### src/rtl/core/cmdlr_pkg.sv
// ----------------------------------------------------------------------------
// cmdlr_pkg
// Shared types and codes for the load-module record parser.
// ----------------------------------------------------------------------------
package cmdlr_pkg;

  localparam int ByteW = 8;
  localparam int AddrW = 16;
  localparam int CntW  = 9;
  localparam int KindW = 2;

  localparam logic [CntW-1:0] FullLength = 9'h100;
  localparam logic [CntW-1:0] ShortBias  = 9'h0fe;

  // result kinds
  localparam logic [KindW-1:0] KIND_WRITE = 2'd0;
  localparam logic [KindW-1:0] KIND_START = 2'd1;
  localparam logic [KindW-1:0] KIND_ERROR = 2'd2;
  localparam logic [KindW-1:0] KIND_STOP  = 2'd3;

  // record codes
  localparam logic [2:0] REC_OTHER = 3'd0;
  localparam logic [2:0] REC_DATA  = 3'd1;
  localparam logic [2:0] REC_EXEC  = 3'd2;
  localparam logic [2:0] REC_STOP  = 3'd3;

  typedef enum logic [3:0] {
    PH_CODE    = 4'd0,
    PH_LEN     = 4'd1,
    PH_ADDR_LO = 4'd2,
    PH_ADDR_HI = 4'd3,
    PH_PAYLOAD = 4'd4,
    PH_EXEC_LO = 4'd5,
    PH_EXEC_HI = 4'd6,
    PH_SKIP    = 4'd7,
    PH_STOPPED = 4'd8
  } phase_t;

  typedef struct packed {
    phase_t            phase;
    logic [2:0]        record_kind;
    logic [CntW-1:0]   record_length;
    logic [CntW-1:0]   bytes_left;
    logic [AddrW-1:0]  load_address;
    logic [ByteW-1:0]  start_low_byte;
  } parser_state_t;

  typedef struct packed {
    logic [ByteW-1:0] file_byte;
    logic             final_req;
  } in_beat_t;

  typedef struct packed {
    logic             emit;
    logic [KindW-1:0] kind;
    logic [AddrW-1:0] address;
    logic [ByteW-1:0] data;
  } result_t;

endpackage

### src/rtl/core/cmdlr_in_reg.sv
// ----------------------------------------------------------------------------
// cmdlr_in_reg
// Input register for file bytes; stalls the source only while a held beat
// cannot move on to the parser step.
// ----------------------------------------------------------------------------
module cmdlr_in_reg (
  input  logic               clk,
  input  logic               rst,
  input  logic               byte_valid,
  output logic               byte_stall,
  input  logic [7:0]         file_byte,
  input  logic               final_req,
  input  logic               advance,
  output logic               held_valid,
  output cmdlr_pkg::in_beat_t held
);
  import cmdlr_pkg::*;

  logic load;

  assign byte_stall = held_valid && !advance;
  assign load       = byte_valid && !byte_stall;

  always_ff @(posedge clk) begin
    if (rst) begin
      held_valid <= 1'b0;
    end else if (load) begin
      held_valid <= 1'b1;
    end else if (advance) begin
      held_valid <= 1'b0;
    end
  end

  always_ff @(posedge clk) begin
    if (load) begin
      held.file_byte <= file_byte;
      held.final_req <= final_req;
    end
  end

endmodule

### src/rtl/core/cmdlr_step.sv
// ----------------------------------------------------------------------------
// cmdlr_step
// Next-state and result logic for one file byte of the record parser.
// ----------------------------------------------------------------------------
module cmdlr_step (
  input  cmdlr_pkg::parser_state_t cur,
  input  cmdlr_pkg::in_beat_t      beat,
  output cmdlr_pkg::parser_state_t nxt,
  output cmdlr_pkg::result_t       res
);
  import cmdlr_pkg::*;

  logic [ByteW-1:0] b;
  logic [CntW-1:0]  len_in;
  logic [CntW-1:0]  left_dec;

  assign b        = beat.file_byte;
  assign len_in   = (b == '0) ? FullLength : {1'b0, b};
  assign left_dec = cur.bytes_left - 9'd1;

  always_comb begin
    nxt         = cur;
    res.emit    = 1'b0;
    res.kind    = KIND_WRITE;
    res.address = '0;
    res.data    = '0;

    case (cur.phase)
      PH_LEN: begin
        nxt.record_length = len_in;
        if (cur.record_kind == REC_DATA) begin
          nxt.phase = PH_ADDR_LO;
        end else if (cur.record_kind == REC_EXEC) begin
          if (len_in == 9'd1 || len_in == 9'd2) begin
            nxt.phase = PH_EXEC_LO;
          end else begin
            res.emit       = 1'b1;
            res.kind       = KIND_ERROR;
            nxt.bytes_left = len_in;
            nxt.phase      = PH_SKIP;
          end
        end else begin
          nxt.bytes_left = len_in;
          nxt.phase      = PH_SKIP;
        end
      end
      PH_ADDR_LO: begin
        nxt.load_address = {8'h00, b};
        nxt.phase        = PH_ADDR_HI;
      end
      PH_ADDR_HI: begin
        nxt.load_address = {b, cur.load_address[7:0]};
        // short lengths wrap around to a near-full payload
        nxt.bytes_left   = (cur.record_length < 9'd3) ? cur.record_length + ShortBias
                                                      : cur.record_length - 9'd2;
        nxt.phase        = PH_PAYLOAD;
      end
      PH_PAYLOAD: begin
        res.emit         = 1'b1;
        res.kind         = KIND_WRITE;
        res.address      = cur.load_address;
        res.data         = b;
        nxt.load_address = cur.load_address + 16'd1;
        nxt.bytes_left   = left_dec;
        if (left_dec == '0) nxt.phase = PH_CODE;
      end
      PH_EXEC_LO: begin
        if (cur.record_length == 9'd1) begin
          res.emit    = 1'b1;
          res.kind    = KIND_START;
          res.address = {8'h00, b};
          nxt.phase   = PH_CODE;
        end else begin
          nxt.start_low_byte = b;
          nxt.phase          = PH_EXEC_HI;
        end
      end
      PH_EXEC_HI: begin
        res.emit    = 1'b1;
        res.kind    = KIND_START;
        res.address = {b, cur.start_low_byte};
        nxt.phase   = PH_CODE;
      end
      PH_SKIP: begin
        nxt.bytes_left = left_dec;
        if (left_dec == '0) nxt.phase = PH_CODE;
      end
      PH_STOPPED: begin
        // hold until the final byte
      end
      default: begin
        if (b == {5'd0, REC_DATA} || b == {5'd0, REC_EXEC}) begin
          nxt.record_kind = b[2:0];
          nxt.phase       = PH_LEN;
        end else if (b == {5'd0, REC_STOP}) begin
          nxt.record_kind = REC_STOP;
          res.emit        = 1'b1;
          res.kind        = KIND_STOP;
          nxt.phase       = PH_STOPPED;
        end else begin
          nxt.record_kind = REC_OTHER;
          nxt.phase       = PH_LEN;
        end
      end
    endcase

    // final byte ends whatever record is open
    if (beat.final_req) begin
      nxt.phase      = PH_CODE;
      nxt.bytes_left = '0;
    end
  end

endmodule

### src/rtl/core/cmd_load_record_parser.sv
// ----------------------------------------------------------------------------
// cmd_load_record_parser
// Parses a load-module file byte stream into memory writes, start addresses,
// exec-record errors and stop markers.
// ----------------------------------------------------------------------------
//   channel  handshake              payload
//   byte     byte_valid/byte_stall  file_byte[7:0], final_req
//   rec      rec_valid/rec_stall    kind[1:0], address[15:0], data[7:0]
//
// One beat per cycle sustained while no stalled result is held. A byte
// lands in the input register; when it can advance, the step logic runs,
// updates parser state and loads the result register from that byte.
// Reset clears parser state and both valid flags. A stalled result holds
// the step, and the input register then stalls the byte side.
// ----------------------------------------------------------------------------
module cmd_load_record_parser (
  input  logic        clk,
  input  logic        rst,
  input  logic        byte_valid,
  output logic        byte_stall,
  input  logic [7:0]  file_byte,
  input  logic        final_req,
  output logic        rec_valid,
  input  logic        rec_stall,
  output logic [1:0]  kind,
  output logic [15:0] address,
  output logic [7:0]  data
);
  import cmdlr_pkg::*;

  logic          held_valid;
  in_beat_t      held;
  logic          advance;
  parser_state_t state;
  parser_state_t state_next;
  result_t       res;

  assign advance = held_valid && (!rec_valid || !rec_stall);

  cmdlr_in_reg u_in_reg (
    .clk        (clk),
    .rst        (rst),
    .byte_valid (byte_valid),
    .byte_stall (byte_stall),
    .file_byte  (file_byte),
    .final_req  (final_req),
    .advance    (advance),
    .held_valid (held_valid),
    .held       (held)
  );

  cmdlr_step u_step (
    .cur  (state),
    .beat (held),
    .nxt  (state_next),
    .res  (res)
  );

  always_ff @(posedge clk) begin
    if (rst) begin
      state     <= '{phase: PH_CODE, default: '0};
      rec_valid <= 1'b0;
    end else if (advance) begin
      state     <= state_next;
      rec_valid <= res.emit;
    end else if (!rec_stall) begin
      rec_valid <= 1'b0;
    end
  end

  always_ff @(posedge clk) begin
    if (advance && res.emit) begin
      kind    <= res.kind;
      address <= res.address;
      data    <= res.data;
    end
  end

  a_stop_kind: assert property (@(posedge clk) disable iff (rst)
    state.phase == PH_STOPPED |-> state.record_kind == REC_STOP)
    else $error("stopped phase without a stop record");

  a_count_live: assert property (@(posedge clk) disable iff (rst)
    (state.phase == PH_PAYLOAD || state.phase == PH_SKIP) |-> state.bytes_left != '0)
    else $error("payload or skip phase with no bytes left");

  a_zero_fields: assert property (@(posedge clk) disable iff (rst)
    rec_valid && (kind == KIND_ERROR || kind == KIND_STOP) |-> address == '0 && data == '0)
    else $error("error or stop result with nonzero fields");

  a_rec_hold: assert property (@(posedge clk) disable iff (rst)
    rec_valid && rec_stall |=> rec_valid && $stable(kind) && $stable(address) && $stable(data))
    else $error("stalled result changed");

endmodule
### config.mk
export PLATFORM = sky130hd
export DESIGN_NAME = cmd_load_record_parser
export DESIGN_NICKNAME = d
export VERILOG_FILES = /design/src/rtl/core/cmdlr_pkg.sv /design/src/rtl/core/cmdlr_in_reg.sv /design/src/rtl/core/cmdlr_step.sv /design/src/rtl/core/cmd_load_record_parser.sv
export SDC_FILE = /design/constraint.sdc
export NUM_CORES = 1
export LEC_CHECK = 0
export ABC_CLOCK_PERIOD_IN_PS = 3750
export CORE_UTILIZATION = 60
export CTS_CLUSTER_DIAMETER = 100
export DETAILED_ROUTE_END_ITERATION = 16
export DONT_BUFFER_PORTS = 1
export PLACE_DENSITY = 0.85
export SYNTH_ARGS = -nofsm -noshare
export SYNTH_HDL_FRONTEND = slang
export SYNTH_SLANG_ARGS = --single-unit
### constraint.sdc
create_clock -name clk -period 3.75 [get_ports clk]
set_clock_uncertainty 0.1 [all_clocks]
set_input_delay 0.1875 -clock clk [delete_from_list [all_inputs] [get_ports clk]]
set_output_delay 0.1875 -clock clk [all_outputs]
set_load 0.005 [all_outputs]
==> results.toml, run 1 <==
[run_status]
status = "completed"

[pwr]
seqPwrFrac_pct = 56.3
power.density_nw_per_um2 = 352
p_clk_share_pct = 37.9
vdd.ir_drop.worst_v = 0.000317
intPower_mw = 1.34
p_leak_nw = 1.59
switching_share_pct = 25.4
switchingPower_mw = 0.455
combPwrFrac_pct = 5.8
finalPower_mw = 1.79

[yosys]
synth_cells = 526
ys_seq_area_share_pct = 43.7
syn_nets = 544
ys_types = 64
synth_area_leaders = "edfxtp_1, dfxtp_1, a21oi_1"
yosys_warnings = 0
synth_top_area_share_pct = 22.2
synth_edf_count = 35
synth_area_leader_cell = "edfxtp_1"
synth.avg_cell_area_sq_um = 9.02
synth_flop_cell = "dfxtp_1"
async_flop_share_pct = 0
syn_area_sq_um = 4740
ys_ff_latch = 86

[sta]
max_freq_mhz = 322
hold_viol = 0
layout_min_cycle_time_ps = 3100
setup_violations = 0
slew-limit-headroom_pct = 48.8
rsz0062_at_grt = "no"
finalWorstSetupSlack_ps = 649
worst-slew-pin-transition_ps = 768
fin_setup_tns_ps = 0
post-route-period-util_pct = 82.7
maxSlewViolCount = 0

[critical_path]
crit_fanout = 22
crit_path_start_kind = "register"
cpPeakStageDelay_ps = 760
required_ps = 3970
cpMaxStageDelayCell = "dfxtp_1"
end_kind = "register"
critPathKind = "register to register"
critPathArrivalTime_ps = 3320
path_delay_family = "compound AO/OA/AOI/OAI gates"
cp_cell_sequence = "buf_4 -> or3b_4 -> a21oi_4 -> a211oi_2 -> o21ai_0 -> a21oi_1 -> dlygate4sd3_1"
crit_buf_inv = 2

[finish]
multi_input_area_sq_um = 2420
layout_common_cells = "dfxtp_1, a21oi_1, nand2_1"
areaGrowthSynthToFinish_pct = 7.39
fillers = 654
finalNetCount = 536
seqCellArea_sq_um = 2070
drive_gt1_share_pct = 8.03
diodes = 0
layout_commonest_cell = "dfxtp_1"

[die]
std_cell_rows = 32
start_util_pct = 61.7
dieArea_sq_um = 8260
die_w_um = 90.9
core_region_area_sq_um = 7690
io_pins = 41
die_y_um = 90.9

[clocking]
cts_inserted_buffers = 9
cts_max_level = 3
clock_latency_ps = 370
clock_path_buffers = 2
clock-sinks = 86
root_buffer = "clkbuf_8"
tritoncts = "done"
cts_resized = 0
path_clk_slew_ps = 100

[drt]
dr.pass1.iters = 6
avgRoutedWirePerCell_um = 19.8
vias = 4262
viasPerCell = 6.82
ant_nets = 0
post-route-drc-count = 0
drt_iter0_drc = 484
wirelength_um = 12300

[global_routing]
grt-ovfl-total = 0
antenna_found_initial = 0
grt_pass1_wl_um = 19800
grt_start_max_net_pins = 39
grt.total_usage_pct = 31.0
grt_pass1_vias = 3875

[placed_design]
numPortBuffers = 0
place_hpwl_um = 8050
gp_congestion = 0.919
dp_slack_ps = 836

[hold_path]
hold_class = "input pin to register"

[job]
maxCapViolCount = 0
## layout make-up
cell class | count | area share [%]
clock buffer | 9 | 2.43
clock inverter | 7 | 1.65
inverter | 12 | 0.884
multi-input combinational | 386 | 47.6
sequential | 86 | 40.7
tap | 102 | 2.51
timing repair buffer | 23 | 4.27
## sequential cells by signal (all words and copies together), names as in the netlist
signal and cells:
data 8, u_in_reg.held 9, state 49, kind 2
rec_valid 1, address 16, u_in_reg.held_valid 1
## power by group through the flow
stage          registers (mW)  logic [mW]  clock network, mW
2_1_floorplan            1.00      0.0861                  0
3_3_place_gp             1.03      0.0788                  0
3_5_place_dp             1.03      0.0807                  0
4_1_cts                  1.01       0.101              0.686
5_1_grt                  1.01       0.112              0.728
6_report                 1.01       0.103              0.680
## synth_stat cells (6+ instances only)
cell	n
a21oi_1	48
clkbuf_1	25
nor3_1	14
nor4_1	9
edfxtp_1	35
buf_2	11
dfxtp_1	51
a211oi_1	6
a22oi_1	6
a221oi_1	6
and2_1	10
nor2b_1	7
nand3_1	30
or4_1	6
nand2_1	45
nand4_1	6
nor2_1	42
o21ai_0	35
mux2i_1	19
inv_1	12
xnor2_1	8
## worst paths after layout
path,start,to,slack (ps),depth (start not counted)
setup / recovery,state[46],state[24],650,7
hold / removal,rec_stall,u_in_reg.held_valid,80,2
setup reg to reg,state[46],state[24],650,7
hold reg to reg,state[5],state[5],360,2
## through the flow
stage	hold slack [ps]	util [%]	cells	area, sq um
detailed placement	162	61.6	595	4740
CTS	66.7	66.3	625	5090
finish	84.4	66.3	625	5090
global route	91.3	66.3	625	5090
floorplan	186	-	526	4740
global placement	160	61.6	595	4740
## what timing repair did
| item | in CTS | in global routing |
|---|---|---|
| hold buffers | 14 | 0 |
| buffers inserted | 0 | 0 |
| hold endpoints to repair | 49 | 0 |
| endpoints found under the setup margin | 0 | 0 |
## per-layer routing
metal | part of all wire [%] | track usage (%) | wire (um) | vias up
met5 | 0 | 0 | 0 | -
met4 | 2.1 | 11.1 | 260 | 0
met3 | 11 | 7.49 | 1360 | 29
met2 | 45 | 48.7 | 5560 | 296
li1 | - | - | - | 1944
met1 | 42 | 41.7 | 5160 | 1993
## cell families (layout without fill, tap and decap cells)
family	Yosys count	in the layout	synth area share (%)
AO/OA/AOI/OAI	149	149	20.8
XOR/XNOR	13	13	2.40
adder cells (fa/ha/maj)	5	5	1.32
buffers and inverters	54	51	5.28
flip-flops	86	86	43.7
multiplexers	19	19	4.01
AND/OR/NAND/NOR	200	200	22.6
No activity file was read; power rests on OpenSTA's default activity.
==> run 2, diff against run 1 <==
--- a/config.mk
+++ b/config.mk
@@ -5,7 +5,7 @@
 export SDC_FILE = /design/constraint.sdc
 export NUM_CORES = 1
 export LEC_CHECK = 0
-export ABC_CLOCK_PERIOD_IN_PS = 3750
+export ABC_CLOCK_PERIOD_IN_PS = 3100
 export CORE_UTILIZATION = 60
 export CTS_CLUSTER_DIAMETER = 100
 export DETAILED_ROUTE_END_ITERATION = 16
==> constraint.sdc (replaced) <==
create_clock -name clk -period 3.1 [get_ports clk]
set_clock_uncertainty 0.1 [all_clocks]
set_input_delay 0.155 -clock clk [delete_from_list [all_inputs] [get_ports clk]]
set_output_delay 0.155 -clock clk [all_outputs]
set_load 0.005 [all_outputs]
==> run 2 against run 1 <==
  * Via count is 0.66% higher
  * Worst hold slack worse by 33 ps
  * Wire length rose by 0.76%
  * Register-to-register slack lost 470 ps
  * Critical path depth shrank 2
  * Cell count is 2.2% higher
  * Combinational power rose by 53%
  * First-iteration DRC count up 44%
  * Clock-buffer cell count is the same
  * Critical path type unchanged
==> results.toml, run 2 (synthesis results as in run 1) <==
[finish]
top_register = "state"
drive_gt1_share_pct = 10.6
areaGrowthSynthToFinish_pct = 9.73
largest_reg_flops = 49
layout_common_cells = "dfxtp_1, a21oi_1, nand2_1"
finalNetCount = 550
diodes = 0
final-instance-count-excl-fill = 639
layout_commonest_cell = "dfxtp_1"
reg.largest.list = "state (49), address (16), u_in_reg.held (9)"

[critical_path]
crit_fanout = 26
crit_path_start_kind = "register"
critPathArrivalTime_ps = 2800
cp_cell_sequence = "nor3b_1 -> o311ai_0 -> a22oi_1 -> nor3_1 -> nor2_2"
reg2reg_to = "data[6]"
r2r_slack_ps = 180
crit_path_end = "data[6]"
end_kind = "register"
cpMaxStageDelayCell = "nor2_2"
cpPeakStageDelay_ps = 990
worstSetupStartpoint = "state[43]"
required_ps = 2980
r2r_start = "state[43]"
r2r_cells = 5
critPathKind = "register to register"

[die]
dieArea_sq_um = 8260
start_util_pct = 61.7
std_cell_rows = 32
die_y_um = 90.9
core_region_area_sq_um = 7690
die_w_um = 90.9
io_pins = 41

[sta]
setup_violations = 0
rsz0062_at_grt = "no"
post-route-period-util_pct = 94.1
worst-slew-pin-transition_ps = 1290
maxSlewViolCount = 0
slew-limit-headroom_pct = 13.8
max_freq_mhz = 343
hold_viol = 0
holdWs_ps = 51.2
layout_min_cycle_time_ps = 2920
fin_setup_tns_ps = 0

[clocking]
cts_inserted_buffers = 9
cts_max_level = 3
clock_path_buffers = 2
clock-sinks = 86
root_buffer = "clkbuf_8"
clock_latency_ps = 360
tritoncts = "done"
cts_resized = 0
path_clk_slew_ps = 90

[hold_path]
hold_class = "input pin to register"

[placed_design]
place_hpwl_um = 8420
placed_cells = 609
gp_congestion = 0.956
numPortBuffers = 0

[job]
maxCapViolCount = 0

[drt]
dr.pass1.iters = 7
avgRoutedWirePerCell_um = 19.5
post-route-drc-count = 0
vias = 4290
ant_nets = 0
drt_iter0_drc = 697
wirelength_um = 12400
viasPerCell = 6.71

[pwr]
power.density_nw_per_um2 = 422
vdd.ir_drop.worst_v = 0.000376
p_leak_nw = 1.66

[global_routing]
grt_pass1_wl_um = 19800
grt.total_usage_pct = 30.6
antenna_found_initial = 0
grt-ovfl-total = 0
grt_pass1_vias = 3978
grt_start_max_net_pins = 39

[run_status]
status = "completed"
[run 2: changes by cell type in the layout (fill, tap and decap cells not counted)]
cell,before,now
clkinv_1,1,0
clkinv_4,2,0
buf_4,9,23
inv_8,0,1
inv_6,1,2
clkinvlp_4,1,2
[run 2: worst min path at each step]
| stage | from | endpoint | slack (ps) | cells after the start |
|---|---|---|---|---|
| floorplan | final_req | u_in_reg.held[0] | 150 | 0 |
| global placement | rst | state[33] | 130 | 1 |
| detailed placement | rst | state[40] | 130 | 1 |
| CTS | rec_stall | u_in_reg.held_valid | 50 | 2 |
| global route | rec_stall | u_in_reg.held_valid | 80 | 2 |
| finish | rec_stall | u_in_reg.held_valid | 50 | 2 |
[run 2: what timing repair did]
| item | 4_1_cts | 5_1_grt |
|---|---|---|
| endpoints found under the hold margin | 49 | 0 |
| hold buffers | 14 | 0 |
| endpoints found under the setup margin | 0 | 0 |
| buffers inserted | 0 | 0 |
[run 2: through the flow]
stage	worst slack, ps	area [sq um]	utilization (%)	power (mW)
2_1_floorplan	401	4750	-	1.32
3_3_place_gp	323	4840	63.0	1.35
3_5_place_dp	295	4840	63.0	1.35
4_1_cts	267	5200	67.7	2.20
5_1_grt	98.9	5200	67.7	2.26
6_report	182	5200	67.7	2.20
[run 2: cell type report]
cell class                 count  area [sq um]
timing repair buffer          37           323
tap                          102           128
sequential                    86          2070
clock buffer                   9           124
clock inverter                 7          90.1
inverter                      12          45.0
fill                         611          2480
multi-input combinational    386          2420
[run 2: critical path, delay by kind of cell, from the launching register on]
family,cells,cell delay [ps]
simple gates,3,1550
compound gates,2,520
flops,1,360
[run 2: layer usage]
layer | GRT usage (%) | share of wire, % | up-vias
li1 | - | - | 1967
met1 | 42.0 | 41 | 1981
met2 | 47.2 | 45 | 299
met3 | 7.66 | 11 | 43
met4 | 10.6 | 2.5 | 0
met5 | 0 | 0 | -
[run 2: where the power goes]
| part | switching, mW | internal (mW) | total, mW |
|---|---|---|---|
| logic | 0.0972 | 0.0612 | 0.158 |
| registers | 0.0166 | 1.18 | 1.20 |
| clock network | 0.451 | 0.390 | 0.842 |
| total | 0.565 | 1.63 | 2.20 |
==> run 3, diff against run 2 <==
--- a/config.mk
+++ b/config.mk
@@ -6,11 +6,13 @@
 export NUM_CORES = 1
 export LEC_CHECK = 0
 export ABC_CLOCK_PERIOD_IN_PS = 3100
-export CORE_UTILIZATION = 60
+export CELL_PAD_IN_SITES_DETAIL_PLACEMENT = 1
+export CELL_PAD_IN_SITES_GLOBAL_PLACEMENT = 1
+export CORE_UTILIZATION = 49
 export CTS_CLUSTER_DIAMETER = 100
 export DETAILED_ROUTE_END_ITERATION = 16
 export DONT_BUFFER_PORTS = 1
-export PLACE_DENSITY = 0.85
+export PLACE_DENSITY = 0.89
 export SYNTH_ARGS = -nofsm -noshare
 export SYNTH_HDL_FRONTEND = slang
 export SYNTH_SLANG_ARGS = --single-unit
==> run 3 against run 2 <==
  * Non-clock buffer count grew 2
  * Die area is 22% higher
  * Clock-buffer cell count stayed put
  * Sequential share of layout area shrank 0.11 points
  * Core utilization decreased by 12 points
  * Final area increased by 0.29%
  * Critical path type unchanged
  * Critical endpoint is now address[15]
  * Largest power group unchanged
==> results.toml, run 3 (synthesis results as in run 1) <==
[sta]
fin_setup_tns_ps = 0
post-route-period-util_pct = 92.8
hold_viol = 0
layout_min_cycle_time_ps = 2880
maxSlewViolCount = 0
setup_violations = 0
worst-slew-pin-transition_ps = 864
rsz0062_at_grt = "no"
max_freq_mhz = 347
slew-limit-headroom_pct = 42.3
holdWs_ps = 34.2

[finish]
post-route-util_pct = 56.0
drive_gt1_share_pct = 10.8
finalNetCount = 552
layout_commonest_cell = "dfxtp_1"
areaGrowthSynthToFinish_pct = 10.1
top_register = "state"
reg.largest.list = "state (49), address (16), u_in_reg.held (9)"
largest_reg_flops = 49
fillers = 1076
layout_common_cells = "dfxtp_1, a21oi_1, nand2_1"
postLayoutCellArea_sq_um = 5220
diodes = 0

[global_routing]
grt.total_usage_pct = 31.7
grt_pass1_wl_um = 24200
grt_start_max_net_pins = 39
grt-ovfl-total = 0
antenna_found_initial = 1
grt_pass1_vias = 4408

[clocking]
tritoncts = "done"
clock_path_buffers = 2
cts_max_level = 3
clock_latency_ps = 380
cts_setup_buffers = 0
cts_inserted_buffers = 9
path_clk_slew_ps = 100
root_buffer = "clkbuf_8"
clock-sinks = 86

[drt]
vias = 4458
met1Wirelength_um = 6340
wl_met2_um = 7280
top_layer = "met5"
viasPerCell = 6.67
avgRoutedWirePerCell_um = 22.8
post-route-drc-count = 0
dr_wl_met3_um = 1130
dr.pass1.iters = 8
ant_nets = 0
wirelength_um = 15200
drt_iter0_drc = 390

[critical_path]
critPathKind = "register to register"
end_kind = "register"
crit_path_start_kind = "register"
crit_fanout = 16
required_ps = 3090
critPathArrivalTime_ps = 2870

[placed_design]
numPortBuffers = 0
gp_congestion = 0.954
place_hpwl_um = 10400
placed_cell_area_sq_um = 4890

[pwr]
seqPwrFrac_pct = 56.4
vdd.ir_drop.worst_v = 0.000274
switchingPower_mw = 0.583
combPwrFrac_pct = 7.7
p_leak_nw = 1.66
switching_share_pct = 27.4
finalPower_mw = 2.13
power.density_nw_per_um2 = 408
intPower_mw = 1.55
p_clk_share_pct = 35.9

[job]
maxCapViolCount = 0

[die]
core_region_area_sq_um = 9330
start_util_pct = 50.9
die_w_um = 100
std_cell_rows = 35
dieArea_sq_um = 10100
io_pins = 41
die_y_um = 100

[hold_path]
hold_class = "input pin to register"

[run_status]
status = "completed"
run 3: layout make-up:
type | count | area (sq um) | area share (%)
clock buffer | 9 | 124 | 2.37
clock inverter | 7 | 56.3 | 1.08
inverter | 12 | 45.0 | 0.863
multi-input combinational | 386 | 2420 | 46.4
sequential | 86 | 2070 | 39.7
tap | 129 | 161 | 3.09
timing repair buffer | 39 | 338 | 6.47
run 3: timing repair:
| item | in CTS | in global routing |
|---|---|---|
| hold buffers | 14 | 0 |
| resized for setup | 0 | 0 |
| endpoints found under the hold margin | 49 | 0 |
run 3: critical path: stages (launching register included):
cell and delay, ps:
dfxtp_1 440, nor4b_2 450, o311ai_0 210, a22oi_1 250, nor3_1 120, nor2_2 690, buf_4 320
run 3: path summary, 6_finish.rpt:
check | to | start | cells after the start | slack, ps
setup reg to reg | address[15] | state[47] | 6 | 220
hold reg to reg | state[7] | state[7] | 2 | 360
hold / removal | u_in_reg.held_valid | rec_stall | 2 | 30
setup / recovery | address[15] | state[47] | 6 | 220
run 3: through the flow:
stage               instances  worst slack, ps
floorplan                 526              401
global placement          638              376
detailed placement        638              219
CTS                       668              178
global route              668             12.2
finish                    668              222
run 3: power groups by stage:
stage / clock [mW] / combinational, mW / sequential, mW
detailed placement: 0 / 0.134 / 1.23
CTS: 0.765 / 0.159 / 1.20
global placement: 0 / 0.130 / 1.22
finish: 0.765 / 0.164 / 1.20
global route: 0.807 / 0.174 / 1.20
floorplan: 0 / 0.104 / 1.21
run 3: per-layer routing:
layer | up-vias | global-route usage, %
met4 | 2 | 13.5
met5 | - | 0
li1 | 1982 | -
met2 | 217 | 51.6
met3 | 43 | 7.31
met1 | 2214 | 40.5
